[src/hdl/tcgr_ram.sv]
// ----------------------------------------------------------------------------
// Generic simple dual-port RAM
// One write port and one read port with registered read data.
// ----------------------------------------------------------------------------
module tcgr_ram #(
   parameter int WIDTH = 8,
   parameter int DEPTH = 256
) (
   input  logic                     clock,
   input  logic                     wr_en,
   input  logic [$clog2(DEPTH)-1:0] wr_addr,
   input  logic [WIDTH-1:0]         wr_data,
   input  logic [$clog2(DEPTH)-1:0] rd_addr,
   output logic [WIDTH-1:0]         rd_data
);

   logic [WIDTH-1:0] mem_ff [DEPTH];
   logic [WIDTH-1:0] rd_data_ff;

   always_ff @(posedge clock) begin
      if (wr_en) begin
         mem_ff[wr_addr] <= wr_data;
      end
      rd_data_ff <= mem_ff[rd_addr];
   end

   assign rd_data = rd_data_ff;

endmodule

[config.mk]
export PLATFORM = sky130hd
export DESIGN_NAME = tcgr_ram
export DESIGN_NICKNAME = d
export VERILOG_FILES = /design/src/hdl/tcgr_ram.sv
export SDC_FILE = /design/constraint.sdc
export NUM_CORES = 2
export LEC_CHECK = 0
export BUFFER_PORTS_ARGS = -buffer_cell sky130_fd_sc_hd__buf_2
export CORE_MARGIN = 1
export CORE_UTILIZATION = 45
export DETAILED_ROUTE_END_ITERATION = 8
export SYNTH_ARGS = -nofsm -noshare
export SYNTH_HDL_FRONTEND = slang
export SYNTH_SLANG_ARGS = --single-unit
[constraint.sdc]
create_clock -name clock -period 2.3 [get_ports clock]
set_input_delay 0.46 -clock clock [delete_from_list [all_inputs] [get_ports clock]]
set_output_delay 0.46 -clock clock [all_outputs]
set_load 0.1 [all_outputs]
==> results by stage <==
Run status:
- The flow ran to the end, but the final reports show violations.
- The final reports fail on negative setup slack.

Cells and area:
- The final cell count without fillers is around 7000.
- The total number of nets in the final design is 4546.
- The growth of design area from synthesis to finish is 20.5%.
- After filler insertion, the fill cell instance count of the layout stands at around 13000.
- The layout cell share with drive strength beyond 1 is 0.343.
- In the layout the commonest cells are edfxtp_1 (2048), buf_4 (665), mux4_2 (454).
- The library cell used most frequently in the layout, excluding fill and tap cells, is edfxtp_1.

STA:
- Static timing analysis puts the maximum clock frequency at slightly above 400 MHz.
- At the pin with the least slew margin, the transition time is 706 ps.
- The final-report max-slew violation count is 0.
- The tightest slew margin relative to the limit is 0.517.
- The clock arrives with around 53 ps of skew.
- Setup repair after global routing could not meet its margin everywhere.
- The minimum hold slack is between 40 and 50 ps.
- The number of hold-slack violations in the final timing report is 0.
- The minimum setup slack in the final design is -186 ps.
- In the finished design, the share of the clock period the worst path needs comes to 1.08.
- The routed design could run at a clock period as short as between 2000 and 2500 ps.
- The total setup violations reported at the end of the flow is 2.

Critical path:
- The signal on the critical path passes through mux4_2 -> mux4_2 -> nor2b_1 -> nor4_4 -> buf_4 -> nor4_2.
- For the worst setup path, the data arrival time is between 3000 and 4000 ps.
- The reg2reg setup slack is -190 ps.
- The worst setup path is launched from a flip-flop.
- The type of destination of the critical path is a flip-flop.
- The cell count of the worst reg-to-reg path is 6.
- The required time at the worst-slack endpoint is 2970 ps.
- The dominant cell type by count on the critical path is mux4_2.
- The cell with the largest stage delay on the worst path is mux4_2.
- The delay of the slowest cell on the worst path is approximately 570 ps.
- The beginning of the worst register-to-register path is mem_ff[84][2].
- The endpoint identified for the worst register-to-register timing path is rd_data[2].
- The critical path is of the flip-flop to flip-flop type.
- The kind of cell with the highest combined delay on the critical path is multiplexers.
- The number of buffers and inverters on the critical path is 1.
- In this run the worst path has a maximum fanout of 1.

Clocking:
- The number of buffers created by CTS is approximately 210.
- After clock tree synthesis, the clock-pin slew on the worst setup and hold paths is about 60 ps.
- The clock latency on the worst-skew pair is about 840 ps.
- The root buffer cell is clkbuf_16.
- Buffers added to address setup during post-CTS repair amount to 0.
- The H-tree depth reported by CTS is 4.
- The CTS tree is done.
- The deepest clock path buffer count is 3.
- The clock net in this run drives a total of about 2100 sinks.

Detailed routing:
- The routed layout has slightly above 40000 vias.
- The via density per instance is ~5.9.
- After detailed routing, the average wire length per cell comes to between 20 and 30 um.
- The first routing iteration left ~4600 violations.
- Before antenna repair, the detailed router went through 5 iterations.
- After detailed routing, the total wire length is roughly 210 mm.
- Once detail routing completed, the nets flagged for antenna violations numbered 0.
- In the routed design, unresolved DRC markers number 0.

Placed design:
- The HPWL after detailed placement is approximately 130 mm.
- At the placement stage, the worst setup path has a slack of -1310 ps.
- Including well taps, the total number of placed cells is ~6600.
- At the end of routability-driven placement, the weighted congestion stood at ~0.86.
- In this run the tool buffered the top-level ports with 33 buffer cells.

Global routing:
- The initial antenna violation count is 10.
- The total routing resource utilization after global routing is 0.231.
- For this run the aggregate overflow at the end of global routing stands at 0.
- The maximum number of pins on one net before global-route repair is 85.
- The number of global-route vias before repair came to roughly 42000.
- The first global-routing pass estimated between 200 and 300 mm of wire.

Worst hold path:
- The startpoint identified for the worst hold timing path is wr_data[4].
- Counting instances, the worst hold path has a depth of 1.
- The tightest min-delay check is of the primary input to flip-flop type.
- For hold timing, the worst endpoint is mem_ff[69][4].

Synthesis:
- After synthesis the cells add up to 79600 um^2.
- The most used flip-flop cell after synthesis is edfxtp_1.
- The sequential-to-total area share from yosys stat is 0.775.
- The number of warnings issued by yosys is 0.
- The area share of the largest cell type after synthesis is 0.773.
- In this run the mean area of a mapped cell was roughly 21 um^2.
- The synthesized netlist contains between 50 and 60 unique library cells.
- The flip-flop and latch count after synthesis is slightly above 2000.
- The count of flip-flops with a built-in enable after synthesis is just over 2000.
- The library cell with the largest summed area after synthesis is edfxtp_1.
- The fraction of registers with async set/reset is 0.
- The synthesized netlist cell count is approximately 3700.
- The net count of the mapped netlist is approximately 3800.
- In the post-synthesis netlist, the biggest area contributors are edfxtp_1 (77%), mux4_2 (13%), mux2i_1 (1.7%).

Pwr:
- The power consumption is 80.3 mW.
- Summed over all cells, the static leakage comes to 31.3 nW.
- VDD sags by at most 0.782 mV.
- In this run the power density over the cells is 838 nW/um^2.

Die:
- The die width is 422 um.
- The area enclosed by the die boundary is 178000 um^2.
- The core box area is approximately 170000 um^2.
- In this run the vertical extent of the chip is around 420 um.
- The count of standard-cell rows is around 150.
- The count of pins on the block boundary is 34.
- The starting density of the core is 0.455.

Run:
- The max-capacitance violation count is 0.
-- routing by layer --
layer  track usage  routed length (um)  up-vias
li1              -                   -    17300
met5             0                   0        -
met3        0.0342               13900      291
met1         0.334               86700    21900
met2         0.369               99500     1610
met4        0.0598                5050        0
-- Yosys cell counts (24+ instances only) --
cell	instances
mux4_2	454
a22oi_1	133
nor4_1	24
edfxtp_1	2048
buf_4	27
nor2_1	282
nand3_1	34
mux2i_1	134
nor2b_1	31
buf_2	31
nand2_1	33
clkbuf_1	111
o22ai_1	28
o221ai_1	46
a21oi_1	96
-- registers in the layout, indices dropped and copies added (netlist names) --
signal and cells:
mem_ff 2048, rd_data 8
-- worst register-to-register path, delay by kind of cell (launching register included) --
kind / cells / cell delay (ps)
multiplexers: 2 / 1070
AND/OR/NAND/NOR: 3 / 680
flip-flops: 1 / 370
buffers and inverters: 1 / 210
-- stage by stage --
stage	util	TNS [ps]	instance area, um^2
2_1_floorplan	-	-32.4	79700
3_3_place_gp	0.507	-9590	88600
3_5_place_dp	0.507	-8940	88600
4_1_cts	0.548	-184	95800
5_1_grt	0.549	-242	95900
6_report	0.549	-186	95900
-- power by group --
part,internal [mW],total [mW],switching (mW)
Sequential,41.3,41.4,0.0955
Combinational,1.91,4.75,2.84
Clock,19.6,34.2,14.6
-- layout make-up --
cell class | instances | area (um^2) | area share
antenna | 2 | 5.00 | 0.0000522
inverter | 2 | 7.51 | 0.0000783
tap | 2325 | 2910 | 0.0303
multi-input combinational | 1442 | 16700 | 0.175
clock buffer | 245 | 5370 | 0.0560
sequential | 2056 | 61700 | 0.643
clock inverter | 144 | 1610 | 0.0168
timing repair buffer | 811 | 7580 | 0.0790
-- how the worst max path moves through the flow --
stage	cells past startpoint	startpoint	slack, ps	end
after detailed placement	8	rd_addr[0]	-1310	rd_data[2]
after CTS	6	mem_ff[83][2]	-160	rd_data[2]
after floorplan	9	rd_addr[0]	-10	rd_data[2]
after global routing	6	mem_ff[84][2]	-200	rd_data[2]
after global placement	10	rd_addr[0]	-1540	rd_data[2]
final	6	mem_ff[84][2]	-190	rd_data[2]
-- cell families (layout without fill, tap and decap cells) --
kind of cell | after synthesis | in the layout | share of synthesized area
and+or+nand+nor | 466 | 466 | 0.0263
muxes | 591 | 591 | 0.146
buffers and inverters | 235 | 1202 | 0.0183
other | 0 | 2 | 0
AOI/OAI and AO/OA | 385 | 385 | 0.0342
DFF | 2056 | 2056 | 0.775
-- what timing repair did --
action | CTS | global route
setup endpoints to repair | 13 | 6
hold buffers | 3 | 0
hold endpoints to repair | 43 | 0
resized for setup | 39 | 8
cloned | 0 | 0
pin swaps | 7 | 10
No activity file was read; power rests on OpenSTA's default activity.
